**config.mk**
```make
export PLATFORM = sky130hd
export DESIGN_NAME = uoi_cordic
export DESIGN_NICKNAME = d
export VERILOG_FILES = /design/src/sv/uoi_pkg.sv /design/src/sv/uoi_cell.sv /design/src/sv/uoi_cordic.sv
export SDC_FILE = /design/constraint.sdc
export NUM_CORES = 2
export LEC_CHECK = 0
export CORE_MARGIN = 2
export CORE_UTILIZATION = 25
export DETAILED_ROUTE_END_ITERATION = 7
export DONT_BUFFER_PORTS = 1
export GPL_ROUTABILITY_DRIVEN = 1
export PLACE_DENSITY = 0.4
export SLEW_MARGIN = 0
export SYNTH_ARGS = -nofsm -noshare
export SYNTH_HDL_FRONTEND = slang
export SYNTH_SLANG_ARGS = --single-unit
```
**constraint.sdc**
```tcl
create_clock -name clk -period 6.2 [get_ports clk]
set_input_delay 0.62 -clock clk [delete_from_list [all_inputs] [get_ports clk]]
set_output_delay 0.62 -clock clk [all_outputs]
set_load 0.01 [all_outputs]
```
**src/sv/uoi_pkg.sv**
```systemverilog
// Shared constants, types and tables of the unicycle odometry integrator.
package uoi_pkg;

	// Micro-rotations in the rotation chain (8 to 32).
	localparam int CORDIC_STAGES = 16;

	// Datapath widths.
	localparam int CW         = 34;	// x, y and residual angle inside the chain
	localparam int ATAN_DEPTH = 32;
	localparam int ATAN_IDX_W = $clog2(ATAN_DEPTH);
	localparam int ADDR_W     = 3;	// one register word plus a word beyond it

	// Register indexes on the configuration port.
	localparam logic [ADDR_W-3:0] REG_TIME_STEP = '0;

	localparam logic [15:0] TIME_STEP_RESET = 16'd6554;	// about 0.1 s in Q0.16

	// CORDIC gain compensation 0.60725 in Q2.30.
	localparam logic signed [CW-1:0] GAIN_Q30 = CW'(652032874);

	// round(2^24 / (2 pi)): radians in Q8.24 to binary angle, scaled by 2^16.
	localparam logic signed [31:0] RAD_TO_BAM_Q16 = 32'sd2670177;

	// Arctangent of 2^-i in binary-angle units.
	localparam logic [31:0] ATAN_BAM [ATAN_DEPTH] = '{
		32'h20000000, 32'h12E4051E, 32'h09FB385B, 32'h051111D4,
		32'h028B0D43, 32'h0145D7E1, 32'h00A2F61E, 32'h00517C55,
		32'h0028BE53, 32'h00145F2F, 32'h000A2F98, 32'h000517CC,
		32'h00028BE6, 32'h000145F3, 32'h0000A2FA, 32'h0000517D,
		32'h000028BE, 32'h0000145F, 32'h00000A30, 32'h00000518,
		32'h0000028C, 32'h00000146, 32'h000000A3, 32'h00000051,
		32'h00000029, 32'h00000014, 32'h0000000A, 32'h00000005,
		32'h00000003, 32'h00000001, 32'h00000001, 32'h00000000
	};

	// One beat of the rotation chain.
	typedef struct packed {
		logic                 flip;	// half-turn folded away at entry
		logic signed [CW-1:0] x;
		logic signed [CW-1:0] y;
		logic signed [CW-1:0] z;
	} cordic_data_t;

endpackage

```
**src/sv/uoi_cell.sv**
```systemverilog
// One micro-rotation cell of the CORDIC chain.
module uoi_cell (
	input  logic                               clk,
	input  logic                               arst_n,
	input  logic [uoi_pkg::ATAN_IDX_W-1:0]     stage,
	input  logic                               in_valid,
	input  uoi_pkg::cordic_data_t              in_beat,
	output logic                               out_valid,
	output uoi_pkg::cordic_data_t              out_beat
);

	logic signed [uoi_pkg::CW-1:0] x_sh;
	logic signed [uoi_pkg::CW-1:0] y_sh;
	logic signed [uoi_pkg::CW-1:0] atan_d;
	uoi_pkg::cordic_data_t         next_d;

	always_comb begin
		x_sh   = in_beat.x >>> stage;
		y_sh   = in_beat.y >>> stage;
		atan_d = $signed({{(uoi_pkg::CW-32){1'b0}}, uoi_pkg::ATAN_BAM[stage]});
		next_d = in_beat;
		if (!in_beat.z[uoi_pkg::CW-1]) begin
			next_d.x = in_beat.x - y_sh;
			next_d.y = in_beat.y + x_sh;
			next_d.z = in_beat.z - atan_d;
		end else begin
			next_d.x = in_beat.x + y_sh;
			next_d.y = in_beat.y - x_sh;
			next_d.z = in_beat.z + atan_d;
		end
	end

	always_ff @(posedge clk or negedge arst_n) begin
		if (!arst_n) begin
			out_valid <= 1'b0;
		end else begin
			out_valid <= in_valid;
		end
	end

	always_ff @(posedge clk) begin
		out_beat <= next_d;
	end

endmodule

```
**src/sv/uoi_cordic.sv**
```systemverilog
// Rotation-mode CORDIC: quadrant fold followed by a chain of rotation cells.
module uoi_cordic (
	input  logic                          clk,
	input  logic                          arst_n,
	input  logic                          in_valid,
	input  logic [31:0]                   in_angle,
	output logic                          out_valid,
	output logic signed [uoi_pkg::CW-1:0] out_cos,
	output logic signed [uoi_pkg::CW-1:0] out_sin
);

	logic                  valid_c [uoi_pkg::CORDIC_STAGES+1];
	uoi_pkg::cordic_data_t data_c  [uoi_pkg::CORDIC_STAGES+1];
	uoi_pkg::cordic_data_t entry_d;
	logic [31:0]           angle_sum;
	logic [31:0]           folded;

	// Fold into [-90deg, 90deg) by a half turn, which negates the results.
	always_comb begin
		angle_sum     = in_angle + 32'h4000_0000;
		entry_d.flip  = angle_sum[31];
		folded        = angle_sum[31] ? (in_angle + 32'h8000_0000) : in_angle;
		entry_d.x     = uoi_pkg::GAIN_Q30;
		entry_d.y     = '0;
		entry_d.z     = $signed({{(uoi_pkg::CW-32){folded[31]}}, folded});
	end

	assign valid_c[0] = in_valid;
	assign data_c[0]  = entry_d;

	for (genvar k = 0; k < uoi_pkg::CORDIC_STAGES; k++) begin : g_cell
		uoi_cell u_cell (
			.clk       (clk),
			.arst_n    (arst_n),
			.stage     (uoi_pkg::ATAN_IDX_W'(k)),
			.in_valid  (valid_c[k]),
			.in_beat   (data_c[k]),
			.out_valid (valid_c[k+1]),
			.out_beat  (data_c[k+1])
		);
	end

	assign out_valid = valid_c[uoi_pkg::CORDIC_STAGES];
	assign out_cos   = data_c[uoi_pkg::CORDIC_STAGES].flip ?
		-data_c[uoi_pkg::CORDIC_STAGES].x : data_c[uoi_pkg::CORDIC_STAGES].x;
	assign out_sin   = data_c[uoi_pkg::CORDIC_STAGES].flip ?
		-data_c[uoi_pkg::CORDIC_STAGES].y : data_c[uoi_pkg::CORDIC_STAGES].y;

endmodule

```
**Word-level counts from Yosys, hierarchy flattened**

Cells that the tools add are included.

- Output and inout port bits: 69
- Latch bits: 0
- Logic and storage cells: 194
- Bits in registers: 1626
- Input port bits: 35
- RAM bits: 0
- Memories kept: 0
- ROM bits: 0

- Multipliers: 0
- Equal/unequal tests: 0
- Shift operators: 0
- Divide/modulo/power cells: 0
- Reductions and logical operators: 0
- $lt $le $gt $ge: 0
- Mux-type cells: 19
- Add/subtract/negate cells: 96
- Bitwise logic cells: 0

Operators by type and width:

| kind | count |
|---|---|
| $mux W102 | 15 |
| $add A34 B30 Y34 | 3 |
| $sub A34 B30 Y34 | 3 |
| $add A34 B19 Y34 | 2 |
| $add A34 B20 Y34 | 2 |
| $add A34 B21 Y34 | 2 |
| $add A34 B22 Y34 | 2 |
| $add A34 B23 Y34 | 2 |
| $add A34 B24 Y34 | 2 |
| $add A34 B25 Y34 | 2 |
| $add A34 B26 Y34 | 2 |
| $add A34 B27 Y34 | 2 |
| $add A34 B28 Y34 | 2 |
| $add A34 B29 Y34 | 2 |
| $add A34 B31 Y34 | 2 |
| $add A34 B32 Y34 | 2 |
| $mux W34 | 2 |
| $mux W68 | 1 |
| $neg A34 Y34 | 2 |
| $sub A34 B19 Y34 | 2 |
| $sub A34 B20 Y34 | 2 |
| $sub A34 B21 Y34 | 2 |
| $sub A34 B22 Y34 | 2 |
| $sub A34 B23 Y34 | 2 |
| 45 further kinds | 53 |

**Longest topological paths before layout**

- Word-level depth: 4
- Depth in mapped cells: 23
- Gate-level depth less buffers: 22

**Modules after synthesis**

From an unflattened synthesis, not the netlist that was laid out.

- Cells, all modules: 27778
- Area, all modules: 233108.6 µm²

Modules (own cells, without submodules):

| module | times used | seq. area each (µm²) | cells an instance | area each (µm²) |
|---|---|---|---|---|
| uoi_cell (g_cell[0].u_cell ...) | 8 | 2087.0 | 1693 | 14173.6 |
| uoi_cell (g_cell[4].u_cell ...) | 3 | 2087.0 | 1749 | 14589.0 |
| uoi_cell (g_cell[9].u_cell) | 1 | 2087.0 | 1814 | 15168.3 |
| uoi_cell (g_cell[7].u_cell) | 1 | 2087.0 | 1792 | 15079.5 |
| uoi_cell (g_cell[6].u_cell) | 1 | 2087.0 | 1708 | 14800.4 |
| uoi_cell (g_cell[11].u_cell) | 1 | 2087.0 | 1719 | 14795.4 |
| uoi_cell (g_cell[12].u_cell) | 1 | 2087.0 | 1738 | 14610.3 |
| uoi_cordic | 1 | 0.0 | 216 | 1498.9 |

**Worst setup path before layout**

OpenSTA, ideal clock, no wires.

- Kind: register -> register
- From: register g_cell[1].u_cell.out_beat[33] (netlist name)
- To: register g_cell[2].u_cell.out_beat[98] (netlist name)
- Arrival: 4.361 ns
- Path buffers: 2
- Clock period less this slack: 4.434 ns
- Data required time: 6.128 ns
- Library setup time: 0.072 ns
- Stages on the path, launching flop included: 16
- Setup slack: 1.766 ns
- Cell sequence: dfxtp_1 clkbuf_1 buf_1 mux2_2 fa_1 a211oi_1 o211ai_1 and3_1 a221o_1 a31oi_1 o21ai_1 o31ai_2 o211ai_1 a31o_1 a21oi_1 xnor2_1

RTL lines:

| what | RTL line | RTL |
|---|---|---|
| start: declaration | uoi_cell.sv:9 | `output uoi_pkg::cordic_data_t out_beat` |
| start signal: assignment | uoi_cell.sv:42 | `out_beat <= next_d;` |
| end signal: assignment | uoi_cell.sv:42 |  |
| end: declaration | uoi_cell.sv:9 |  |

==> flow_metrics.tcl <==
set metrics [dict create \
    hpwl_mm 277 \
    max_freq_mhz 186 \
    tns_ns 0 \
    vias 89600 \
    first_iter_violations 4408 \
    grt_first_pass_wirelength_mm 527 \
    setup_viol 0 \
    synth_fp_nets 14400 \
    synthCells 13000 \
    grt_start_max_net_pins 67 \
    arrival_ns 6.10 \
    layout_commonest_cell "dfxtp_1" \
    fill_cells 47200 \
    worst_slack_ns 0.830 \
    syn_avg_cell_area_um2 8.49 \
    antenna_found_initial 11 \
    cts_buffer_depth 4 \
    pin_count 104 \
    min_path_type "primary input to async pin" \
    skew_ns 0.120 \
    finalHoldViolations 0 \
    synthArstFlopShare 0.0106 \
    path_clk_slew_ns 0.07 \
    max_stage_delay_ns 0.49 \
    worst-path-buf-inv 1 \
    num_rows 243 \
    crit_cells 20 \
    drt_wl_total_mm 335 \
    reg2regPathDepth 20 \
    crit_fanout 5 \
    initial_utilization 0.251 \
    gp_congestion 0.849 \
    clkLatencyLatePin_ns 0.95 \
    crit_chain "inv_1 -> ha_1 -> nand2b_1 -> or4_1 -> nor3b_1 -> nor2b_1 -> a31oi_1 -> xnor2_1 -> ha_1 -> a21o_1 -> a21oi_1 -> o21bai_1 -> a21o_1 -> a221oi_1 -> o21ai_1 -> a31oi_1 -> nor2b_1 -> o21a_1 -> o41a_1 -> xor2_1" \
    dieArea_um2 445000 \
    gr-total-overflow 0 \
    grt_pass1_vias 90600 \
    drive_gt1_frac 0.0449 \
    yosys_warnings 0 \
    track_usage 0.147 \
    drc_errors 0 \
    post-route-util 0.286 \
    cpMaxStageDelayCell "or4_1" \
    area_growth_pct 13.7 \
    cp-start-kind "flip-flop" \
    numCtsBuffers 199 \
    dieHeight_um 667 \
    cts_setup_buffers 0 \
    layout_common_cells "dfxtp_1 (1474), a21oi_1 (1426), ha_1 (1397)" \
    critPathKind "flip-flop to flip-flop" \
    cts_sinks 1505 \
    synth_cell_types 100 \
    dr.pass1.iters 6 \
    die_x_um 667 \
    fin_nets 14600 \
    synthesis.area_um2 110000 \
    synthFlopType "dfxtp_1" \
    synth_edf_count 0 \
    crit_family "compound AO/OA/AOI/OAI gates" \
    fin_crit_sh 0.866 \
    place_ws_ns 0.904 \
    h-tree-depth 4 \
    tritoncts "done" \
    portBuffers 0 \
    max_slew_margin 0.275 \
    required_ns 6.93 \
    synth.yosys.seq_area_share 0.275 \
    detail-route-antenna-nets 0 \
    cts_hold_buf 34 \
    cts_resized 0 \
    tightest_slew_ns 1.08 \
    slew_violations 0 \
    rsz0062_at_grt "no" \
    synth-seq-cells 1505 \
    wl_per_cell_um 17.5 \
    status "finished clean" \
    cp-end-kind "flip-flop" \
    multi_input_area_um2 76900 \
    drv_cap 0 \
    seqCellArea_um2 30200 \
    vias_per_cell 4.68 \
    period_needed_ns 5.37 \
    hold_slack_ns 0.227 \
    core_area_um2 438000 \
    clock-root-buffer "clkbuf_16" \
]
-- cell type report --
cell class                 count  area share
timing repair buffer         126     0.00834
inverter                     596      0.0179
antenna                        3   0.0000600
sequential                  1505       0.242
clock buffer                 249      0.0440
multi-input combinational  10700       0.615
clock inverter               120      0.0148
tap                         5880      0.0588
-- flip-flops by register name, indices dropped and copies added (netlist names) --
name and cells:
g_cell.u_cell.out_beat 1489, g_cell.u_cell.out_valid 16
-- worst paths after layout --
kind	start	endpoint	slack (ns)
worst min-delay path	arst_n	g_cell[4].u_cell.out_valid$_DFF_PN0_	0.23
worst max register to register	g_cell[5].u_cell.out_beat[74]$_DFF_P_	g_cell[6].u_cell.out_beat[65]$_DFF_P_	0.83
max in group asynchronous	arst_n	g_cell[10].u_cell.out_valid$_DFF_PN0_	5.55
worst min register to register	g_cell[9].u_cell.out_beat[102]$_DFF_P_	g_cell[10].u_cell.out_beat[102]$_DFF_P_	0.32
min in group clk	in_angle[16]	g_cell[0].u_cell.out_beat[16]$_DFF_P_	0.24
worst max-delay path	g_cell[5].u_cell.out_beat[74]$_DFF_P_	g_cell[6].u_cell.out_beat[65]$_DFF_P_	0.83
-- logic make-up (layout without fill, tap and decap cells) --
family | after synthesis | in the layout | share of synthesized area
AOI/OAI and AO/OA | 3924 | 3924 | 0.226
xor gates and xnor gates | 1897 | 1897 | 0.151
adders and majority gates | 1441 | 1441 | 0.167
buffers and inverters | 779 | 1091 | 0.0267
DFF | 1505 | 1505 | 0.275
muxes | 117 | 117 | 0.0112
other | 1 | 4 | 0.0000341
and+or+nand+nor | 3291 | 3291 | 0.144
-- per-stage QoR --
| stage | std cells | instance area, um^2 |
|---|---|---|
| global placement | 18700 | 117000 |
| detailed placement | 18700 | 117000 |
| finish | 19200 | 125000 |
| CTS | 19100 | 125000 |
| floorplan | 13000 | 110000 |
| global route | 19100 | 125000 |
-- worst register-to-register path: cells and delay by family, from the launching register on --
family,cells,cell delay [ns]
flops,1,0.34
buf+inv,1,0.07
simple gates,5,1.57
fa+ha+maj,2,0.51
xor+xnor,2,0.30
compound gates,10,2.39
-- per-layer routing --
metal	routed length [um]	GRT usage
met5	13	0
met4	9660	0.0411
met3	8650	0.0146
met2	164000	0.269
met1	153000	0.181
-- synthesized netlist by cell type (all sizes together), types with 17 or more instances --
cell | n | share of area
o31a | 47 | 0.0037
inv | 595 | 0.020
a221o | 20 | 0.0018
xnor2 | 1250 | 0.10
o31ai | 74 | 0.0052
or3 | 80 | 0.0045
a311oi | 22 | 0.0018
nor2 | 1142 | 0.039
a21o | 676 | 0.046
nand3 | 201 | 0.0091
a31oi | 145 | 0.0082
nand4 | 78 | 0.0044
a21boi | 46 | 0.0031
a31o | 27 | 0.0021
or2 | 42 | 0.0024
o21bai | 181 | 0.012
nor3 | 310 | 0.014
nor4 | 89 | 0.0052
buf | 49 | 0.0017
o211ai | 48 | 0.0033
mux2i | 65 | 0.0059
ha | 1397 | 0.16
o41ai | 43 | 0.0035
a21oi | 1427 | 0.065
o21a | 208 | 0.014
clkbuf | 134 | 0.0046
and2 | 63 | 0.0036
nand2b | 216 | 0.012
mux2 | 52 | 0.0053
and4 | 21 | 0.0017
nor2b | 176 | 0.010
a22oi | 17 | 0.0012
a2111oi | 19 | 0.0017
a211oi | 88 | 0.0060
or4 | 39 | 0.0028
a221oi | 37 | 0.0029
xor2 | 647 | 0.052
nand2 | 634 | 0.022
a41oi | 29 | 0.0023
fa | 44 | 0.0080
o21ai | 618 | 0.028
and3 | 103 | 0.0059
dfxtp | 1489 | 0.27
nor3b | 36 | 0.0025
Power is left out: the tool's default activity adds up to more than one toggle a clock period on the data nets, which glitch-free logic cannot reach.
